<file path="src/hdl/qss_pkg.sv">
package qss_pkg;

  localparam int MAX_ITEMS   = 64;
  localparam int IDX_W       = 6;
  localparam int CNT_W       = 7;
  localparam int SCORE_W     = 16;
  localparam int ENTRY_W     = IDX_W + SCORE_W;
  localparam int RANGE_W     = 2 * IDX_W;
  localparam int STACK_DEPTH = 64;

  // signed index wide enough for hi + 1 and lo - 1
  typedef logic signed [IDX_W+1:0] sidx_t;

  typedef enum logic [3:0] {
    ST_LOAD,
    ST_INIT,
    ST_POP,
    ST_SETUP,
    ST_PIVOT,
    ST_SCAN,
    ST_SWAP1,
    ST_SWAP2,
    ST_PUSH1,
    ST_PUSH2,
    ST_EMIT
  } state_t;

  typedef enum logic [3:0] {
    OP_IDLE,
    OP_LOAD,
    OP_INIT,
    OP_POP,
    OP_SETUP,
    OP_PIVOT,
    OP_SCAN,
    OP_SWAP1,
    OP_SWAP2,
    OP_PUSH1,
    OP_PUSH2,
    OP_EMIT
  } op_t;

  typedef struct packed {
    op_t op;
  } qss_cmd_t;

  typedef struct packed {
    logic stk_empty;
    logic scan_done;
    logic do_swap;
    logic more;
    logic skip_push;
    logic emit_last;
  } qss_stat_t;

endpackage

</file>
<file path="src/hdl/qss_ctrl.sv">
module qss_ctrl import qss_pkg::*; (
  input  logic      clk,
  input  logic      rst,
  input  logic      start,
  input  logic      last,
  input  qss_stat_t stat,
  output qss_cmd_t  cmd,
  output logic      busy
);

  state_t state, state_next;

  always_ff @(posedge clk) begin
    if (rst) begin
      state <= ST_LOAD;
    end else begin
      state <= state_next;
    end
  end

  // next state
  always_comb begin
    state_next = state;
    unique case (state)
      ST_LOAD:  if (start && last) state_next = ST_INIT;
      ST_INIT:  state_next = ST_POP;
      ST_POP:   state_next = stat.stk_empty ? ST_EMIT : ST_SETUP;
      ST_SETUP: state_next = ST_PIVOT;
      ST_PIVOT: state_next = ST_SCAN;
      ST_SCAN: begin
        if (stat.scan_done) begin
          state_next = stat.do_swap ? ST_SWAP1 : ST_PUSH1;
        end
      end
      ST_SWAP1: state_next = ST_SWAP2;
      ST_SWAP2: state_next = stat.more ? ST_SCAN : ST_PUSH1;
      ST_PUSH1: state_next = stat.skip_push ? ST_POP : ST_PUSH2;
      ST_PUSH2: state_next = ST_POP;
      ST_EMIT:  if (stat.emit_last) state_next = ST_LOAD;
      default:  state_next = ST_LOAD;
    endcase
  end

  // outputs
  always_comb begin
    cmd.op = OP_IDLE;
    busy   = 1'b1;
    unique case (state)
      ST_LOAD: begin
        busy   = 1'b0;
        cmd.op = start ? OP_LOAD : OP_IDLE;
      end
      ST_INIT:  cmd.op = OP_INIT;
      ST_POP:   cmd.op = OP_POP;
      ST_SETUP: cmd.op = OP_SETUP;
      ST_PIVOT: cmd.op = OP_PIVOT;
      ST_SCAN:  cmd.op = OP_SCAN;
      ST_SWAP1: cmd.op = OP_SWAP1;
      ST_SWAP2: cmd.op = OP_SWAP2;
      ST_PUSH1: cmd.op = stat.skip_push ? OP_IDLE : OP_PUSH1;
      ST_PUSH2: cmd.op = OP_PUSH2;
      ST_EMIT:  cmd.op = OP_EMIT;
      default:  cmd.op = OP_IDLE;
    endcase
  end

endmodule

</file>
<file path="src/hdl/qss_dp.sv">
module qss_dp import qss_pkg::*; (
  input  logic                      clk,
  input  logic                      rst,
  input  qss_cmd_t                  cmd,
  input  logic signed [SCORE_W-1:0] score,
  output qss_stat_t                 stat,
  output logic                      valid,
  output logic [IDX_W-1:0]          position,
  output logic signed [SCORE_W-1:0] score_out,
  output logic                      final_res
);

  localparam sidx_t ONE = sidx_t'(1);

  logic [ENTRY_W-1:0] item_mem  [MAX_ITEMS];
  logic [RANGE_W-1:0] stack_mem [STACK_DEPTH];

  logic [ENTRY_W-1:0] rd_a, rd_b, sa, sb;
  logic [RANGE_W-1:0] stk_rd;

  logic [CNT_W-1:0] count, count_next, sp, sp_next, k, k_next, cnt_m1;
  logic [IDX_W-1:0] lo, hi, lo_next, hi_next, mid;
  sidx_t            i, j, i_next, j_next, lo_s, hi_s, i_m1;
  logic signed [SCORE_W-1:0] pv, s_a, s_b;

  logic adv_i, adv_j, push_ok;
  logic [IDX_W-1:0] addr_a, addr_b;

  logic               wr_en, stk_wr_en;
  logic [IDX_W-1:0]   wr_addr, stk_wr_addr;
  logic [ENTRY_W-1:0] wr_data;
  logic [RANGE_W-1:0] stk_wr_data;

  assign s_a    = rd_a[SCORE_W-1:0];
  assign s_b    = rd_b[SCORE_W-1:0];
  assign lo_s   = {2'b00, lo};
  assign hi_s   = {2'b00, hi};
  assign i_m1   = i - ONE;
  assign cnt_m1 = count - CNT_W'(1);

  assign adv_i   = (i <= hi_s) && (s_a < pv);
  assign adv_j   = (j >= lo_s) && (s_b > pv);
  assign push_ok = sp < CNT_W'(STACK_DEPTH);

  assign stat.stk_empty = (sp == '0);
  assign stat.scan_done = !adv_i && !adv_j;
  assign stat.do_swap   = (i <= j);
  assign stat.more      = ((i + ONE) <= (j - ONE));
  assign stat.skip_push = (i_m1 >= hi_s) || (i <= lo_s);
  assign stat.emit_last = (k == cnt_m1);

  // next values of the index registers
  always_comb begin
    count_next = count;
    sp_next    = sp;
    k_next     = k;
    lo_next    = lo;
    hi_next    = hi;
    i_next     = i;
    j_next     = j;
    unique case (cmd.op)
      OP_LOAD: begin
        if (count < CNT_W'(MAX_ITEMS)) count_next = count + CNT_W'(1);
      end
      OP_INIT: begin
        sp_next = (count > CNT_W'(1)) ? CNT_W'(1) : '0;
        k_next  = '0;
      end
      OP_POP: begin
        if (sp != '0) sp_next = sp - CNT_W'(1);
        k_next = '0;
      end
      OP_SETUP: begin
        lo_next = stk_rd[RANGE_W-1:IDX_W];
        hi_next = stk_rd[IDX_W-1:0];
        i_next  = {2'b00, stk_rd[RANGE_W-1:IDX_W]};
        j_next  = {2'b00, stk_rd[IDX_W-1:0]};
      end
      OP_SCAN: begin
        if (adv_i) i_next = i + ONE;
        if (adv_j) j_next = j - ONE;
      end
      OP_SWAP2: begin
        i_next = i + ONE;
        j_next = j - ONE;
      end
      OP_PUSH1: begin
        if ((i < hi_s) && push_ok) sp_next = sp + CNT_W'(1);
      end
      OP_PUSH2: begin
        if ((lo_s < i_m1) && push_ok) sp_next = sp + CNT_W'(1);
      end
      OP_EMIT: begin
        k_next = k + CNT_W'(1);
        if (stat.emit_last) count_next = '0;
      end
      default: ;
    endcase
  end

  assign mid = lo_next + ((hi_next - lo_next) >> 1);

  // read addresses follow the next index values; the emit pass reads at k
  always_comb begin
    priority case (cmd.op)
      OP_SETUP: addr_a = mid;
      OP_EMIT:  addr_a = k[IDX_W-1:0];
      default:  addr_a = i_next[IDX_W-1:0];
    endcase
    addr_b = j_next[IDX_W-1:0];
  end

  // single write port of the item store
  always_comb begin
    wr_en   = 1'b0;
    wr_addr = i[IDX_W-1:0];
    wr_data = sb;
    unique case (cmd.op)
      OP_LOAD: begin
        wr_en   = count < CNT_W'(MAX_ITEMS);
        wr_addr = count[IDX_W-1:0];
        wr_data = {count[IDX_W-1:0], score};
      end
      OP_SWAP1: begin
        wr_en   = 1'b1;
        wr_addr = i[IDX_W-1:0];
        wr_data = sb;
      end
      OP_SWAP2: begin
        wr_en   = 1'b1;
        wr_addr = j[IDX_W-1:0];
        wr_data = sa;
      end
      default: ;
    endcase
  end

  // single write port of the range stack
  always_comb begin
    stk_wr_en   = 1'b0;
    stk_wr_addr = sp[IDX_W-1:0];
    stk_wr_data = {i[IDX_W-1:0], hi};
    unique case (cmd.op)
      OP_INIT: begin
        stk_wr_en   = count > CNT_W'(1);
        stk_wr_addr = '0;
        stk_wr_data = {IDX_W'(0), cnt_m1[IDX_W-1:0]};
      end
      OP_PUSH1: begin
        stk_wr_en   = (i < hi_s) && push_ok;
        stk_wr_data = {i[IDX_W-1:0], hi};
      end
      OP_PUSH2: begin
        stk_wr_en   = (lo_s < i_m1) && push_ok;
        stk_wr_data = {lo, i_m1[IDX_W-1:0]};
      end
      default: ;
    endcase
  end

  always_ff @(posedge clk) begin
    if (wr_en) item_mem[wr_addr] <= wr_data;
    rd_a <= item_mem[addr_a];
    rd_b <= item_mem[addr_b];
  end

  always_ff @(posedge clk) begin
    if (stk_wr_en) stack_mem[stk_wr_addr] <= stk_wr_data;
    stk_rd <= stack_mem[sp_next[IDX_W-1:0]];
  end

  always_ff @(posedge clk) begin
    lo <= lo_next;
    hi <= hi_next;
    i  <= i_next;
    j  <= j_next;
    if (cmd.op == OP_PIVOT) pv <= s_a;
    if (cmd.op == OP_SCAN) begin
      sa <= rd_a;
      sb <= rd_b;
    end
  end

  always_ff @(posedge clk) begin
    if (rst) begin
      count     <= '0;
      sp        <= '0;
      k         <= '0;
      valid     <= 1'b0;
      final_res <= 1'b0;
    end else begin
      count     <= count_next;
      sp        <= sp_next;
      k         <= k_next;
      valid     <= (cmd.op == OP_EMIT);
      final_res <= (cmd.op == OP_EMIT) && stat.emit_last;
    end
  end

  assign position  = rd_a[ENTRY_W-1:SCORE_W];
  assign score_out = rd_a[SCORE_W-1:0];

`ifndef SYNTH
  a_stack_bound: assert property (@(posedge clk) disable iff (rst)
    sp <= CNT_W'(MAX_ITEMS / 2))
    else $error("range stack deeper than half the store");

  a_count_bound: assert property (@(posedge clk) disable iff (rst)
    count <= CNT_W'(MAX_ITEMS))
    else $error("item count beyond store depth");

  a_scan_window: assert property (@(posedge clk) disable iff (rst)
    (cmd.op == OP_SCAN) |-> ((i <= hi_s + ONE) && (j >= lo_s - ONE)))
    else $error("partition index left its range");

  a_final_ends: assert property (@(posedge clk) disable iff (rst)
    final_res |=> !valid)
    else $error("result word after the final one");
`endif

endmodule

</file>
<file path="src/hdl/quicksort_score_sorter.sv">
// Score sorter: collects signed scores and returns them in ascending order.
//
// Input: pulse start with score and last while busy is low; one word is taken
// per cycle. Each word is stored with its load position (0, 1, 2, ...). Words
// past MAX_ITEMS are dropped, but their last bit still counts. The word with
// last set closes the set, raises busy and starts the sort.
// Sort: quicksort with a middle pivot and a Hoare-style partition, driven by
// a range stack. Each range passes through pop, setup and pivot fetch, then
// scan steps (both indices move together), swaps and up to two pushes;
// each swap writes its items in turn through the single write port of the
// item store.
// Output: after the sort one word per cycle, each flagged by valid for
// exactly one cycle, with position, score_out and final_res on the last.
// The first result shows in the cycle after emit starts; busy drops on
// the cycle that carries the final result, so the next set may begin there.
// The receiver cannot stall: every result is taken in the cycle it shows.
// Reset (rst, synchronous): empties the set and returns to loading; stored
// scores are not cleared and are never read before they are rewritten.
module quicksort_score_sorter import qss_pkg::*; (
  input  logic                      clk,
  input  logic                      rst,
  input  logic                      start,
  input  logic signed [SCORE_W-1:0] score,
  input  logic                      last,
  output logic                      busy,
  output logic                      valid,
  output logic [IDX_W-1:0]          position,
  output logic signed [SCORE_W-1:0] score_out,
  output logic                      final_res
);

  qss_cmd_t  cmd;
  qss_stat_t stat;

  // sequencer: loading, partition steps, range stack handling, emit pass
  qss_ctrl u_ctrl (
    .clk   (clk),
    .rst   (rst),
    .start (start),
    .last  (last),
    .stat  (stat),
    .cmd   (cmd),
    .busy  (busy)
  );

  // item store, range stack, indices and result registers
  qss_dp u_dp (
    .clk       (clk),
    .rst       (rst),
    .cmd       (cmd),
    .score     (score),
    .stat      (stat),
    .valid     (valid),
    .position  (position),
    .score_out (score_out),
    .final_res (final_res)
  );

endmodule
</file>
<file path="config.mk">
export PLATFORM = sky130hd
export DESIGN_NAME = quicksort_score_sorter
export DESIGN_NICKNAME = d
export VERILOG_FILES = /design/src/hdl/qss_pkg.sv /design/src/hdl/qss_ctrl.sv /design/src/hdl/qss_dp.sv /design/src/hdl/quicksort_score_sorter.sv
export SDC_FILE = /design/constraint.sdc
export NUM_CORES = 2
export LEC_CHECK = 0
export ABC_CLOCK_PERIOD_IN_PS = 7640
export BUFFER_PORTS_ARGS = -buffer_cell sky130_fd_sc_hd__buf_2
export CORE_ASPECT_RATIO = 1.25
export CORE_MARGIN = 4
export CORE_UTILIZATION = 48
export DETAILED_ROUTE_END_ITERATION = 10
export PLACE_DENSITY = 0.64
export REMOVE_ABC_BUFFERS = 1
export SLEW_MARGIN = 20
export SYNTH_ARGS = -nofsm -noshare
export SYNTH_HDL_FRONTEND = slang
export SYNTH_SLANG_ARGS = --single-unit
</file>
<file path="constraint.sdc">
create_clock -name clk -period 7.64 [get_ports clk]
set_clock_uncertainty 0.05 [all_clocks]
set_input_delay 0.382 -clock clk [delete_from_list [all_inputs] [get_ports clk]]
set_output_delay 0.382 -clock clk [all_outputs]
set_load 0.1 [all_outputs]
</file>
Word-level counts from Yosys, hierarchy flattened
Memories as Yosys holds them, arrays and structs flattened. A register that Yosys moved wholly into a read port is not among the register bits.
Index checks and enable logic that the tools add are counted.
- add/sub/neg operators: 10
- $lt $le $gt $ge: 13
- equality and inequality tests: 32
- multiplexer cells: 38
- reductions and logical operators: 25
- operators by type and width (operator ; count):
    case mux 8 bit (3 select lines) ; 2
    case mux 22 bit (2 select lines) ; 1
    case mux 4 bit (11 select lines) ; 1
    case mux 4 bit (10 select lines) ; 1
    two-way mux 7 bit ; 5
    == test 4 x 3 -> 1 bit, second input constant ; 8
    two-way mux 4 bit ; 8
    == test 4 bit, second input constant ; 7
    case mux 7 bit (2 select lines) ; 2
    case mux 7 bit (4 select lines) ; 1
    case mux 12 bit (2 select lines) ; 1
    case mux 6 bit (2 select lines) ; 2
    adder 7 x 1 -> 7 bit, second input constant ; 3
    two-way mux 6 bit ; 3
    != test 2 x 1 -> 1 bit, second input constant ; 9
    == test 4 x 2 -> 1 bit, second input constant ; 4
    >= comparator 8 x 7 -> 1 bit ; 2
    greater-than comparator 16 bit ; 1
    less-or-equal comparator 8 x 7 -> 1 bit ; 2
    less-or-equal comparator 8 bit ; 2
    less-than comparator 16 bit ; 1
    two-way mux 8 bit ; 2
    subtractor 8 x 2 -> 8 bit, second input constant ; 2
    less-than comparator 7 bit, second input constant ; 2
    26 further kinds ; 46
- bits in registers: 115
- RAM bits: 2176
- input bits: 20
- memories kept: 2
- memories (memory ; words ; width ; rd ports ; clocked after memory_dff ; wr ports ; line ; RTL):
    u_dp.item_mem ; 64 ; 22 ; 2 ; 2 ; 1 ; qss_dp.sv:15 ; logic [ENTRY_W-1:0] item_mem [MAX_ITEMS];
    u_dp.stack_mem ; 64 ; 12 ; 1 ; 1 ; 1 ; qss_dp.sv:16 ; logic [RANGE_W-1:0] stack_mem [STACK_DEPTH];

Logic depth before layout (Yosys ltp)
- word-level depth: 10
- depth in mapped cells: 26

Hierarchy
Synthesis repeated with hierarchy kept, for this count alone.
- cell total of the unflattened synthesis: 9747
- area total of the unflattened synthesis: 107466.8 sq um
- modules (own cells, without submodules) (module ; instances ; cells each ; area an instance (sq um) ; sequential area each (sq um)):
    qss_dp ; 1 ; 9684 ; 107055.2 ; 69326.5
    qss_ctrl ; 1 ; 63 ; 411.6 ; 80.1

Worst setup path after synthesis
Ideal clock, no wire load.
- kind: register to register
- from: register u_ctrl.state[0]
- to: register u_dp.rd_a[20], read port of u_dp.item_mem
- arrival: 5148 ps
- slack: 2312 ps
- cell stages (with the launch flop): 24
- path through: dfxtp_1 > buf_2 > nand2_1 > nor3_1 > clkbuf_1 > clkbuf_1 > nand2_1 > and2_1 > fa_1 > ha_1 > fa_1 > xor2_1 > a22oi_1 > nand2_1 > or3_1 > o31a_1 > buf_2 > or2_0 > clkbuf_1 > or3_1 > o2111ai_1 > o22ai_1 > a211oi_1 > nor4_2
- cells in the longest elaborated chain, start to end: 7
- RTL lines (element ; line ; RTL):
    start: declaration ; qss_ctrl.sv:11 ; state_t state, state_next;
    start signal: assignment ; qss_ctrl.sv:17 ; state <= state_next;
    == test 4 bit, or another cell as far along ; qss_ctrl.sv:48 ; unique case (state)
    case mux 4 bit (11 select lines) (*) ; qss_ctrl.sv:48 ;
    == test 4 x 3 -> 1 bit ; qss_dp.sv:61, qss_dp.sv:105 ;
    two-way mux 6 bit ; qss_dp.sv:61 ; unique case (cmd.op)
    subtractor 6 bit ; qss_dp.sv:101 ; assign mid = lo_next + ((hi_next - lo_next) >> 1);
    adder 6 x 5 -> 6 bit ; qss_dp.sv:101 ;
    case mux 6 bit (2 select lines) (*) ; qss_dp.sv:105 ; priority case (cmd.op)
    end: declaration ; qss_dp.sv:18 ; logic [ENTRY_W-1:0] rd_a, rd_b, sa, sb;
Every way passes the cells marked *; elsewhere a longest branch is shown, timed or not.
A chain may end at the register's enable or synchronous reset.

Worst setup path after layout
- from: register u_ctrl.state[2]
- to: register u_dp.rd_a[17], read port of u_dp.item_mem
The elaborated chain is that of the path after synthesis.

==> out/metrics.yaml <==
status: "completed"
initial_core_util_pct: 48.3
grt_overflow_total: 0
gp_congestion: 0.963
async_flop_share_pct: 0
critPathLaunchType: "register"
hold_path_depth: 5
root_buffer: "clkbuf_16"
first_global_vias: 75600
synth_cell_type_count: 84
ctsLongestPathBuffers: 4
critical_path.max_fanout: 17
min_delay_worst_endpoint: "u_ctrl.state[2]"
cts_setup_buffers: 0
portBuffers: 44
die_w_um: 428
cts_buffers: 233
cts_max_level: 4
cap_violations: 0
hold_viol: 0
startpoint: "u_ctrl.state[2]"
ant_nets: 0
fin_crit_sh_pct: 90.5
worstSkewPairLatency_ns: 0.98
cts.clk_slew.worst_paths_ns: 0.07
die_area_sq_um: 228000
pwr_density_cell_nw_per_um2: 469
path_class: "register to register"
clkSinkCount: 2347
final_max_slew_viol_count: 0
rsz0062_at_grt: "false"
cellLeakagePower_uw: 0.0378
most-common-layout-cells: "2240 x edfxtp_1, 1419 x nand2_1, 603 x a21oi_1"
setup-violations-final: 0
synth_area_sq_um: 106000
vias: 79900
final_area_sq_um: 118000
setup_tns_ns: 0
r2r_setup_slack_ns: 0.73
grt_use_total_pct: 33.7
drtPass1Iterations: 9
dp.final_hpwl_mm: 237
hp-start: "start"
drive_gt1_share_pct: 10.3
grt_max_degree: 156
synthCells: 8526
synth_ff_type: "edfxtp_1"
r2r_end: "u_dp.rd_a[17]"
drc_errors: 0
ios: 45
ys_ff_latch: 2347
ir_drop_v: 0.000488
fmax_mhz: 145
r2r_start: "u_ctrl.state[2]"
cts_tree: "done"
reg2reg_depth: 17
arrival_ns: 7.68
routed_wl_mm: 396
hp-class: "primary input to register"
rows: 192
tightest_slew_ns: 1.33
vias_per_cell: 6.94
required_ns: 8.40
postSynthAreaPerCell_sq_um: 12.4
yosysWarningCount: 0
nNetsFinal: 8538
chipHeight_um: 533
core_sq_um: 219000
fin_crit_ns: 6.91
relSlewSlack_pct: 10.3
antenna_found_initial: 19
place_area_sq_um: 111000
drt_iter0_drc: 12600
seq_area_frac_synth_pct: 65.7
synth_edf_count: 2240
end_kind: "register"
routedWlPerCell_um: 34.4
area.growth.synth_to_final_pct: 12.0
layout_commonest_cell: "edfxtp_1"
fillers: 17900
grt_pass1_wl_mm: 553
==> critical path: stages, from the launching register on <==
cell and delay (ns):
dfxtp_1 0.49, nor2_1 0.37, nand3_1 0.39, nand2_1 0.21, nand3_1 0.15, fa_1 0.49, ha_1 0.23, fa_1 0.44
xor2_1 0.17, a22oi_1 0.46, nand2_1 0.18, a21o_1 0.49, o21ai_4 0.72, buf_4 0.35, o221ai_1 0.16, a221oi_1 1.11
a22oi_1 0.17, nand4_1 0.14
==> worst max path at each step <==
stage,to,cells past startpoint
after floorplan,u_dp.stk_rd[10],17
after global placement,u_dp.rd_a[16],22
after detailed placement,u_dp.rd_a[17],18
after CTS,u_dp.rd_a[17],18
after global routing,u_dp.rd_a[17],19
final,u_dp.rd_a[17],17
==> cell families after synthesis <==
family          share of synthesized area [%]
simple gates                             11.1
compound gates                           16.2
flops                                    65.7
buf+inv                                  3.00
mux                                      2.55
fa+ha+maj                                1.16
xor+xnor                                0.323
==> power by group <==
part / leakage, uW / switching [uW] / internal, uW
logic: 0.0130 / 19200 / 7420
registers: 0.0211 / 730 / 16600
clock network: 0.00365 / 5000 / 6490
total: 0.0378 / 24900 / 30500
==> registers in the layout, indices dropped and copies added (netlist names) <==
signal          cells
u_dp.item_mem    1408
u_dp.sa            22
u_dp.stack_mem    768
u_dp.valid          1
u_dp.j              8
u_dp.sp             7
u_dp.stk_rd        12
u_dp.hi             6
u_dp.i              8
u_dp.rd_b          22
u_dp.final_res      1
u_dp.k              7
u_dp.lo             6
u_dp.sb            22
u_dp.rd_a          22
u_dp.count          7
u_ctrl.state        4
u_dp.pv            16
==> per-stage QoR <==
| stage | std cells | utilization (%) | hold slack (ns) | setup slack (ns) | total power, uW |
|---|---|---|---|---|---|
| final | 11500 | 54.0 | 0.0653 | 0.725 | 55400 |
| after global routing | 11500 | 54.0 | 0.0633 | 0.598 | 57200 |
| after CTS | 11500 | 53.9 | 0.0106 | 1.01 | 54600 |
| after detailed placement | 11100 | 50.5 | 0.364 | 1.11 | 43200 |
| after global placement | 11100 | 50.4 | 0.339 | 0.993 | 42900 |
| after floorplan | 7830 | - | 0.336 | -28.38 | 32200 |
==> layout make-up <==
type	instances	area (sq um)	area share (%)
diodes	5	12.5	0.0106
clock buffers	297	6230	5.27
clock inverters	126	1250	1.05
inverters	71	274	0.232
multi-input cells	5412	34100	28.9
flip-flops and latches	2347	69400	58.7
well taps	2910	3640	3.08
repair buffers	356	3330	2.81
==> synthesized netlist by cell type (119+ instances only) <==
master | count | share of area, %
mux2i_1 | 266 | 2.5
edfxtp_1 | 2240 | 64
a211oi_1 | 242 | 1.7
nor2b_1 | 161 | 0.95
a21oi_1 | 605 | 2.9
a32oi_1 | 387 | 3.2
o22ai_1 | 196 | 1.2
nor2_1 | 312 | 1.1
clkbuf_1 | 471 | 1.7
nand2_1 | 1438 | 5.1
a22oi_1 | 283 | 2.0
buf_2 | 144 | 0.68
nor3_1 | 161 | 0.76
o221ai_1 | 119 | 0.99
==> metal layers <==
metal	routed length (um)	track usage (%)	share of wire (%)	up-vias
li1	-	-	-	33200
met1	134000	40.4	34	39100
met2	176000	51.4	44	5954
met3	45400	8.34	11	1674
met4	40800	27.7	10	8
met5	51	0	0.013	-
==> repair_timing <==
| item | 4_1_cts | 5_1_grt |
|---|---|---|
| hold endpoints to repair | 19 | 0 |
| gates resized for setup | 0 | 0 |
| hold buffers | 3 | 0 |
No activity file was read; power rests on OpenSTA's default activity.
